`config.mk`:
```
export PLATFORM = sky130hd
export DESIGN_NAME = ccla_cell
export DESIGN_NICKNAME = d
export VERILOG_FILES = /design/src/rtl/ccla_pkg.sv /design/src/rtl/ccla_cell.sv
export SDC_FILE = /design/constraint.sdc
export NUM_CORES = 1
export LEC_CHECK = 0
export BUFFER_PORTS_ARGS = -buffer_cell sky130_fd_sc_hd__buf_2
export CORE_MARGIN = 8
export CORE_UTILIZATION = 55
export DETAILED_ROUTE_END_ITERATION = 16
export PLACE_DENSITY = 0.82
export SYNTH_ARGS = -nofsm -noshare
export SYNTH_HDL_FRONTEND = slang
export SYNTH_SLANG_ARGS = --single-unit
```
`constraint.sdc`:
```
create_clock -name clock -period 14.8 [get_ports clock]
set_input_delay 2.22 -clock clock [delete_from_list [all_inputs] [get_ports clock]]
set_output_delay 2.22 -clock clock [all_outputs]
set_load 0.05 [all_outputs]
```
`src/rtl/ccla_pkg.sv`:
```
// shared types and constants for the lag alignment block
`default_nettype none
package ccla_pkg;
   typedef enum logic [1:0] {
      OP_WR_REF = 2'd0,
      OP_WR_DEG = 2'd1,
      OP_RD_DEG = 2'd2,
      OP_NONE   = 2'd3
   } opcode_type;

   localparam int IDX_W    = 8;
   localparam int SAMPLE_W = 16;
   localparam int LAG_W    = 7;
   localparam int PEAK_W   = 40;
   localparam int ACC_W    = 48;

   typedef struct packed {
      logic [1:0]                  opcode;
      logic [IDX_W-1:0]            sample_index;
      logic signed [SAMPLE_W-1:0]  sample_value;
   } req_type;

   typedef struct packed {
      logic                        aligned_now;
      logic [LAG_W-1:0]            align_lag;
      logic signed [PEAK_W-1:0]    peak_correlation;
      logic signed [SAMPLE_W-1:0]  aligned_sample;
   } rsp_type;

   // control from sequencer to the cell row
   typedef struct packed {
      logic clear;
      logic shift;
      logic valid;
   } cell_ctl_type;

   function automatic logic signed [PEAK_W-1:0] clamp40(input logic signed [ACC_W-1:0] v);
      logic signed [ACC_W-1:0] hi;
      logic signed [ACC_W-1:0] lo;
      begin
         hi = {{(ACC_W-PEAK_W+1){1'b0}}, {(PEAK_W-1){1'b1}}};
         lo = ~hi;
         if (v > hi) clamp40 = hi[PEAK_W-1:0];
         else if (v < lo) clamp40 = lo[PEAK_W-1:0];
         else clamp40 = v[PEAK_W-1:0];
      end
   endfunction
endpackage
`default_nettype wire

```
`src/rtl/ccla_cell.sv`:
```
// one lag cell: holds a delayed degraded sample and its accumulator
`default_nettype none
module ccla_cell
   import ccla_pkg::*;
(
   input  wire logic                        clock,
   input  wire cell_ctl_type                ctl,
   input  wire logic signed [SAMPLE_W-1:0]  ref_sample,
   input  wire logic signed [SAMPLE_W-1:0]  deg_in,
   input  wire logic                        deg_vld_in,
   output logic signed [SAMPLE_W-1:0]       deg_out,
   output logic                             deg_vld_out,
   output logic signed [ACC_W-1:0]          acc_out
);
   logic signed [SAMPLE_W-1:0] deg_ff;
   logic                       vld_ff;
   logic signed [ACC_W-1:0]    acc_ff;
   logic signed [ACC_W-1:0]    acc_in;
   logic signed [2*SAMPLE_W-1:0] prod;

   // product uses the sample this cell holds before the shift
   assign prod = ref_sample * deg_ff;

   always_comb begin
      acc_in = acc_ff;
      if (ctl.clear) acc_in = '0;
      else if (ctl.shift && ctl.valid && vld_ff)
         acc_in = acc_ff + {{(ACC_W-2*SAMPLE_W){prod[2*SAMPLE_W-1]}}, prod};
   end

   always_ff @(posedge clock) begin
      acc_ff <= acc_in;
      if (ctl.clear) vld_ff <= 1'b0;
      else if (ctl.shift) begin
         deg_ff <= deg_in;
         vld_ff <= deg_vld_in;
      end
   end

   assign deg_out     = deg_ff;
   assign deg_vld_out = vld_ff;
   assign acc_out     = acc_ff;
endmodule
`default_nettype wire

```
==> results.yml, run 1 <==
clock_tree:
  clk_path_buf_depth: 2
  hold_buffers: 0
  ctsRootBufferMaster: "sky130_fd_sc_hd__clkbuf_16"
  cts_buffers: 9
  post_cts_resized: 0
  cts_htree_levels: 3
  clock_sink_count: 65
  cts_post_setup_buffers_inserted: 0
  cts.clk_slew.worst_paths_ns: 0.06
  tritoncts: "yes"
  worst_skew_pair.late_latency_ns: 0.34
synthesis:
  synth_compound_area_frac: 0.122
  netlist_instances: 1658
  ys_ff_latch: 65
  synth.mux.area_fraction: 0.00206
  netlist.top_cell.by_area: "sky130_fd_sc_hd__fa_1"
  syn-num-nets: 2090
  yosys.area_share.xor_xnor: 0.0445
  dominant_combinational_cell_family_by_area_after_synthesis: "adder cells"
  postSynthAreaPerCell_um2: 8.79
  synth_enable_flop_cells: 16
  post_synth_instance_area_um2: 14600
  synth_async_sr_flop_share: 0
  synthDominantCellAreaShare: 0.361
  yosys_warnings: 0
  ys.flop_type: "sky130_fd_sc_hd__dfxtp_1"
  synth.area.top_cells: "sky130_fd_sc_hd__fa_1 36%, sky130_fd_sc_hd__ha_1 11%, sky130_fd_sc_hd__inv_1 7.7%"
  post_synth_and_or_nand_nor_area_fraction: 0.165
  netlist_cell_types: 66
  area_share_of_fa_ha_maj_cells_after_synthesis: 0.475
  synth_sequential_area_ratio: 0.100
worst_setup_path:
  critPathKind: "input pin to flop"
  worst_ep_arrival_time_ns: 10.81
  critical_path.most_common_cell: "sky130_fd_sc_hd__fa_1"
  startpoint_type: "input pin"
  critical_path.n_buffers_inverters: 5
  critical_path_peak_fanout: 18
  cp_top_family: "adder cells"
  timing.reg2reg.worst_path_depth: 32
  r2r_end: "acc_out[47]"
  setup.reg_to_reg.worst_slack_ns: 5.51
  crit_path_end_kind: "flop"
  worstPathRequired_ns: 15.02
  reg2reg_from: "deg_out[1]"
  slowest_delay_ns: 0.90
  critical-path-slowest-cell: "sky130_fd_sc_hd__fa_1"
final_layout:
  n_fill_cell: 2163
  mostFrequentLayoutCell: "sky130_fd_sc_hd__inv_1"
  antennaDiodeCount: 0
  ff_latch_area_um2: 1460
  num-nets-final: 2150
  layout-drive-gt1-share: 0.0807
  most-common-layout-cells: "298 x sky130_fd_sc_hd__inv_1, 263 x sky130_fd_sc_hd__fa_1, 220 x sky130_fd_sc_hd__nand2_1"
  multi_input_comb_area_um2: 11800
  syn2layout_area_growth_pct: 6.90
detailed_routing:
  vias: 11580
  drt_wl_total_um: 35400
  wl_met2_um: 17500
  routedLengthMet1_um: 14400
  route.met3.wl_um: 2300
  drcViolationCount: 0
  drt_pre_antenna_iters: 5
  top_layer_used: "met5"
  route.detailed.vias_per_inst: 5.63
  drt-initial-drc-count: 756
  antenna_violating_nets_post_route: 0
  wl_per_cell_um: 17.2
floorplan:
  ioPinCount: 102
  floorplan.initialDensity: 0.559
  die_height_um: 179
  floorplan.die_area_um2: 32000
  std_cell_rows: 59
  placeableCoreArea_um2: 26100
  die_w_um: 179
sta:
  grt_setup_unrepaired: "no"
  finalHoldViolations: 0
  tightestPinTransition_ns: 1.11
  max_freq_mhz: 94.4
  final_period_minus_worst_setup_slack_ns: 10.59
  slew_viol_final: 0
  timing.slew.headroom: 0.259
  timing.final.crit_share: 0.716
  tns_ns: 0
  finalSetupViolCount: 0
  final_setup_skew_ns: 0.00921
worst_hold_path:
  worst_hold_path_type: "flop to flop"
  timing.hold.worst.start: "acc_out[39]"
  hold_depth: 2
  timing.hold.worst_endpoint: "acc_out[39]"
placed_design:
  placer_congestion_estimate: 0.884
  placed_wire_length_estimate_after_detailed_placement_um: 29200
  portBuffers: 101
global_route:
  global_route.overflow_total: 0
  grt_max_degree: 53
  grt_pass1_wl_um: 59800
  vias_in_the_first_global_route: 12409
  grt_util_all_layers: 0.230
  antenna_violations_before_repair: 2
flow_run:
  max-cap-violations: 0
run_status:
  status: "complete, no violations"
## cell type report
cell class,count,area share
inverter,298,0.0718
clock inverter,7,0.00281
multi-input combinational,1240,0.756
timing repair buffer,104,0.0339
tap,335,0.0269
sequential,65,0.0938
clock buffer,9,0.0145
## tightest hold or removal path, cell delays in order (launching register included)
cell and delay, ns:
sky130_fd_sc_hd__dfxtp_1 0.32, sky130_fd_sc_hd__nand2_1 0.06, sky130_fd_sc_hd__a21oi_1 0.05
## sequential cells by signal, summed over array words and instances (netlist names)
signal	count
acc_out	48
deg_vld_out	1
deg_out	16
## worst max-delay path by stage
stage / from / end / slack [ns] / cells past startpoint
floorplan: ref_sample[15] / acc_out[47] / 4.11 / 32
global placement: ref_sample[15] / acc_out[47] / 4.11 / 32
detailed placement: ref_sample[15] / acc_out[47] / 3.96 / 32
CTS: ref_sample[15] / acc_out[47] / 4.25 / 32
global route: ref_sample[15] / acc_out[47] / 3.69 / 33
finish: ref_sample[15] / acc_out[47] / 4.21 / 33
## routing by layer
layer  vias to the layer above  track usage
met2                       394        0.391
met1                      5733        0.292
li1                       5362            -
met4                         4       0.0799
met3                        87       0.0404
met5                         -            0
## Yosys cell counts, drive strengths merged (3+ instances only)
| cell type | count |
|---|---|
| edfxtp | 16 |
| xnor2 | 53 |
| nand2b | 13 |
| clkbuf | 46 |
| dfxtp | 49 |
| a21o | 43 |
| fa | 263 |
| o21bai | 9 |
| inv | 298 |
| o311ai | 3 |
| or2 | 3 |
| nand2 | 220 |
| and3 | 9 |
| a31oi | 5 |
| nor2b | 16 |
| o31ai | 8 |
| buf | 9 |
| nor3 | 10 |
| a41oi | 3 |
| nand4 | 12 |
| o211ai | 5 |
| and4 | 4 |
| a211oi | 11 |
| a21oi | 108 |
| ha | 132 |
| mux2i | 3 |
| a21boi | 4 |
| and2 | 129 |
| nor4b | 3 |
| nand3 | 15 |
| o21ai | 45 |
| o21a | 12 |
| xor2 | 21 |
| a221oi | 3 |
| nor2 | 53 |
## metrics by stage
step	area [um^2]	hold slack (ns)	setup slack, ns	utilization	instances
after floorplan	14600	0.684	4.11	-	1658
after global placement	15300	0.463	4.11	0.587	2042
after detailed placement	15300	0.468	3.96	0.587	2042
after CTS	15600	0.477	4.25	0.598	2058
after global routing	15600	0.500	3.69	0.598	2058
final	15600	0.471	4.21	0.598	2058
## kinds of logic after synthesis
logic type	count (synthesis)
fa+ha+maj	395
buf+inv	353
flops	65
compound gates	275
xor+xnor	74
simple gates	493
mux	3
Power of run 1 is left out: the tool's default activity adds up to more than one toggle a clock period on the data nets, which glitch-free logic cannot reach.
==> run 2, diff against run 1 <==
- ABC_AREA: default -> 1
- PLACE_DENSITY: 0.82 -> 0.81
- clock period: 14.8 -> 10 ns (I/O delays scaled with it)
==> run 2 against run 1 <==
Compared with the run above:
- die area rose by 11%
- synthesized cell count rose by 37%
- sequential share of layout area fell by 0.97 points
- synthesized area rose by 12%
- first-iteration DRC count rose by 32%
- global-route usage rose by 1.6 points
- clock skew rose by 0.0090 ns
- register-to-register slack got worse by 4.2 ns
- largest cell class unchanged
==> results.yml, run 2 <==
global_route:
  grt_use_met1: 0.308
  antenna_violations_before_repair: 0
  grt_util_all_layers: 0.246
  global_route_met3_utilization: 0.0399
  grt_use_met2: 0.426
  global_route.overflow_total: 0
  grt_pass1_wl_um: 72100
  vias_in_the_first_global_route: 14944
  grt_busiest_layer: "met2"
  grt_max_degree: 48
clock_tree:
  tritoncts: "yes"
  clock_sink_count: 65
  ctsRootBufferMaster: "sky130_fd_sc_hd__clkbuf_16"
  cts.clk_slew.worst_paths_ns: 0.06
  cts_htree_levels: 3
  post_cts_resized: 0
  cts_post_setup_buffers_inserted: 0
  worst_skew_pair.late_latency_ns: 0.37
  clk_path_buf_depth: 2
  hold_buffers: 0
  cts_buffers: 9
synthesis:
  netlist.top_cell.by_area: "sky130_fd_sc_hd__fa_1"
  postSynthAreaPerCell_um2: 7.20
  syn-num-nets: 2696
  post_synth_instance_area_um2: 16300
  synth_enable_flop_cells: 16
  netlist_cell_types: 48
  ys_ff_latch: 65
  synth_async_sr_flop_share: 0
  synth.area.top_cells: "sky130_fd_sc_hd__fa_1 32%, sky130_fd_sc_hd__inv_1 14%, sky130_fd_sc_hd__nand2_1 12%"
  netlist_instances: 2264
  count_leader_synth: "sky130_fd_sc_hd__inv_1"
  ys.flop_type: "sky130_fd_sc_hd__dfxtp_1"
  yosys_warnings: 0
  synthTopCellsByCount: "623 x sky130_fd_sc_hd__inv_1, 537 x sky130_fd_sc_hd__nand2_1, 263 x sky130_fd_sc_hd__fa_1, 134 x sky130_fd_sc_hd__nor2_1, 132 x sky130_fd_sc_hd__ha_1"
  synthDominantCellAreaShare: 0.323
  synth_sequential_area_ratio: 0.0896
placed_design:
  portBuffers: 101
  placer_congestion_estimate: 0.968
  placed_wire_length_estimate_after_detailed_placement_um: 36300
worst_setup_path:
  worstPathRequired_ns: 10.26
  critical-path-slowest-cell: "sky130_fd_sc_hd__fa_1"
  worst_ep_arrival_time_ns: 9.50
  crit_path_end_kind: "flop"
  startpoint_type: "input pin"
  slowest_delay_ns: 0.75
  critical_path_peak_fanout: 18
  critPathKind: "input pin to flop"
detailed_routing:
  drt_pre_antenna_iters: 7
  route.detailed.vias_per_inst: 5.26
  drcViolationCount: 0
  vias: 14213
  drt-initial-drc-count: 999
  drt_wl_total_um: 42700
  antenna_violating_nets_post_route: 0
  wl_per_cell_um: 15.8
sta:
  finalSetupViolCount: 0
  finalHoldViolations: 0
  tns_ns: 0
  slew_viol_final: 0
  holdWs_ns: 0.508
  tightestPinTransition_ns: 1.15
  timing.slew.headroom: 0.231
  final_period_minus_worst_setup_slack_ns: 9.24
  max_freq_mhz: 108
  grt_setup_unrepaired: "no"
  timing.final.crit_share: 0.924
  final_setup_skew_ns: 0.0182
floorplan:
  die_height_um: 188
  std_cell_rows: 63
  placeableCoreArea_um2: 29400
  floorplan.initialDensity: 0.555
  die_w_um: 188
  floorplan.die_area_um2: 35400
  ioPinCount: 102
final_layout:
  syn2layout_area_growth_pct: 6.58
  largest_register_ff_count: 48
  num-nets-final: 2740
  mostFrequentLayoutCell: "sky130_fd_sc_hd__inv_1"
  layout-drive-gt1-share: 0.0834
  antennaDiodeCount: 0
  most-common-layout-cells: "622 x sky130_fd_sc_hd__inv_1, 537 x sky130_fd_sc_hd__nand2_1, 263 x sky130_fd_sc_hd__fa_1"
run_status:
  status: "complete, no violations"
worst_hold_path:
  worst_hold_path_type: "flop to flop"
flow_run:
  max-cap-violations: 0
[run 2: final timing paths]
kind	startpoint	to	slack (ns)	cells after the start
setup reg to reg	deg_out[1]	acc_out[36]	1.33	30
setup / recovery	ref_sample[15]	acc_out[36]	0.76	31
hold reg to reg	acc_out[0]	acc_out[0]	0.51	2
hold / removal	acc_out[0]	acc_out[0]	0.51	2
[run 2: kinds of logic after synthesis]
group / synth area share
AO/OA/AOI/OAI: 0.0929
XOR/XNOR: 0.0247
adder cells (fa/ha/maj): 0.424
buffers and inverters: 0.163
flip-flops: 0.0896
AND/OR/NAND/NOR: 0.206
[run 2: per-stage QoR]
| stage | cells | utilization | setup WS (ns) | area, um^2 |
|---|---|---|---|---|
| 2_1_floorplan | 2264 | - | 1.89 | 16300 |
| 3_3_place_gp | 2687 | 0.580 | 0.722 | 17100 |
| 3_5_place_dp | 2687 | 0.580 | 0.557 | 17100 |
| 4_1_cts | 2703 | 0.591 | 0.923 | 17400 |
| 5_1_grt | 2703 | 0.591 | 0.362 | 17400 |
| 6_report | 2703 | 0.591 | 0.760 | 17400 |
[run 2: worst max-delay path, delay by kind of cell]
kind	cells	cell delay, ns
fa+ha+maj	8	4.18
compound gates	8	1.59
buf+inv	7	0.71
simple gates	8	1.49
[run 2: final cells by class]
cell class / instances / area [um^2]
inverter: 632 / 2370
multi-input combinational: 1493 / 12200
timing repair buffer: 107 / 551
tap: 390 / 488
sequential: 65 / 1460
clock buffer: 11 / 254
clock inverter: 5 / 61.3
fill: 2651 / 12000
[run 2: routing by layer]
layer / vias up / share of wire / wire length, um
met3: 86 / 0.060 / 2550
met5: - / 0 / 0
met4: 0 / 0.027 / 1140
met2: 437 / 0.50 / 21200
met1: 6934 / 0.42 / 17800
li1: 6756 / - / -
Power of run 2 is left out for the same reason.
==> run 3, diff against run 2 <==
- CORE_MARGIN: 8 -> 5
- REMOVE_ABC_BUFFERS: default -> 1
==> run 3 against run 2 <==
Compared with the run above:
- design area grew 0.24%
- critical path type unchanged
- flip-flop and latch count is the same
- cell count grew 0.15%
- register-to-register slack gained 0.31 ns
==> results.yml, run 3 (synthesis results as in run 2) <==
final_layout:
  num-nets-final: 2744
  layout-drive-gt1-share: 0.0855
  syn2layout_area_growth_pct: 6.83
  largest_register_ff_count: 48
  antennaDiodeCount: 0
  finish.instance_area_um2: 17400
  most-common-layout-cells: "622 x sky130_fd_sc_hd__inv_1, 537 x sky130_fd_sc_hd__nand2_1, 263 x sky130_fd_sc_hd__fa_1"
  mostFrequentLayoutCell: "sky130_fd_sc_hd__inv_1"
worst_setup_path:
  worstPathRequired_ns: 10.28
  slowest_delay_ns: 0.94
  startpoint_type: "input pin"
  setup.reg_to_reg.worst_slack_ns: 1.64
  worst_ep_arrival_time_ns: 9.28
  critical_path_peak_fanout: 18
  r2r_end: "acc_out[47]"
  critical_path.most_common_cell: "sky130_fd_sc_hd__nand2_1"
  reg2reg_from: "deg_out[7]"
  critPathKind: "input pin to flop"
  cp_top_family: "adder cells"
  critical_path.n_buffers_inverters: 5
  timing.reg2reg.worst_path_depth: 34
  critical-path-slowest-cell: "sky130_fd_sc_hd__fa_1"
  cp_num_cells: 33
  crit_path_end_kind: "flop"
clock_tree:
  cts.clk_slew.worst_paths_ns: 0.06
  hold_buffers: 0
  cts_post_setup_buffers_inserted: 0
  worst_skew_pair.late_latency_ns: 0.36
  tritoncts: "yes"
  cts_htree_levels: 3
  clk_path_buf_depth: 2
  post_cts_resized: 0
  cts_buffers: 9
  ctsRootBufferMaster: "sky130_fd_sc_hd__clkbuf_16"
  clock_sink_count: 65
floorplan:
  floorplan.initialDensity: 0.553
  floorplan.die_area_um2: 33200
  die_height_um: 182
  die_w_um: 182
  std_cell_rows: 63
  placeableCoreArea_um2: 29500
  ioPinCount: 102
sta:
  grt_setup_unrepaired: "no"
  timing.slew.headroom: 0.192
  timing.final.crit_share: 0.900
  final_setup_skew_ns: 0.0166
  finalHoldViolations: 0
  slew_viol_final: 0
  max_freq_mhz: 111
  final_period_minus_worst_setup_slack_ns: 9.00
  tns_ns: 0
  finalSetupViolCount: 0
  tightestPinTransition_ns: 1.21
global_route:
  grt_util_all_layers: 0.263
  antenna_violations_before_repair: 0
  grt_max_degree: 47
  vias_in_the_first_global_route: 14871
  grt_pass1_wl_um: 71700
  global_route.overflow_total: 0
detailed_routing:
  drt-initial-drc-count: 802
  wl_per_cell_um: 15.6
  antenna_violating_nets_post_route: 0
  drcViolationCount: 0
  vias: 14104
  route.detailed.vias_per_inst: 5.21
  drt_wl_total_um: 42100
  drt_pre_antenna_iters: 6
placed_design:
  placer_congestion_estimate: 0.984
  portBuffers: 101
  placed_wire_length_estimate_after_detailed_placement_um: 35700
  dpl_cell_area_um2: 17100
worst_hold_path:
  timing.hold.worst.start: "acc_out[0]"
  hold_depth: 2
  worst_hold_path_type: "flop to flop"
  timing.hold.worst_endpoint: "acc_out[0]"
flow_run:
  max-cap-violations: 0
run_status:
  status: "complete, no violations"
run 3: cell count changes in the layout (fill, tap and decap cells not counted), sizes merged:
| cell | delta |
|---|---|
| bufinv | +1 |
| inv | +1 |
| clkbuf | -2 |
| clkinv | -2 |
| clkinvlp | +2 |
| buf | +4 |
run 3: tightest hold or removal path, delay by kind of cell (launching register included):
family	cells	cell delay (ns)
flip-flops	1	0.32
AND/OR/NAND/NOR	1	0.06
AO/OA/AOI/OAI	1	0.06
run 3: cell type report:
| cell class | count | area [um^2] |
|---|---|---|
| well taps | 390 | 488 |
| fillers | 2675 | 12100 |
| flip-flops and latches | 65 | 1460 |
| clock buffers | 9 | 225 |
| inverters | 632 | 2370 |
| multi-input cells | 1493 | 12200 |
| repair buffers | 111 | 581 |
| clock inverters | 7 | 101 |
run 3: metrics by stage:
stage	hold slack, ns	cells	worst slack, ns	utilization
6_report	0.491	2707	0.999	0.591
4_1_cts	0.491	2707	1.01	0.591
2_1_floorplan	0.705	2190	2.02	-
5_1_grt	0.529	2707	0.482	0.591
3_5_place_dp	0.482	2691	0.694	0.580
3_3_place_gp	0.469	2691	0.869	0.580
run 3: worst max path at each step:
stage | from | endpoint | slack, ns
4_1_cts | ref_sample[15] | acc_out[47] | 1.01
3_5_place_dp | ref_sample[15] | acc_out[47] | 0.69
5_1_grt | ref_sample[15] | acc_out[37] | 0.48
3_3_place_gp | ref_sample[15] | acc_out[42] | 0.87
2_1_floorplan | ref_sample[15] | acc_out[46] | 2.02
6_report | ref_sample[15] | acc_out[47] | 1.0
run 3: metal layers:
| layer | global-route usage | vias to the layer above | part of all wire |
|---|---|---|---|
| met5 | 0 | - | 0 |
| met4 | 0.0850 | 0 | 0.029 |
| met3 | 0.0395 | 89 | 0.061 |
| met2 | 0.458 | 456 | 0.49 |
| met1 | 0.337 | 6793 | 0.42 |
| li1 | - | 6766 | - |
Power of run 3 is left out for the same reason.
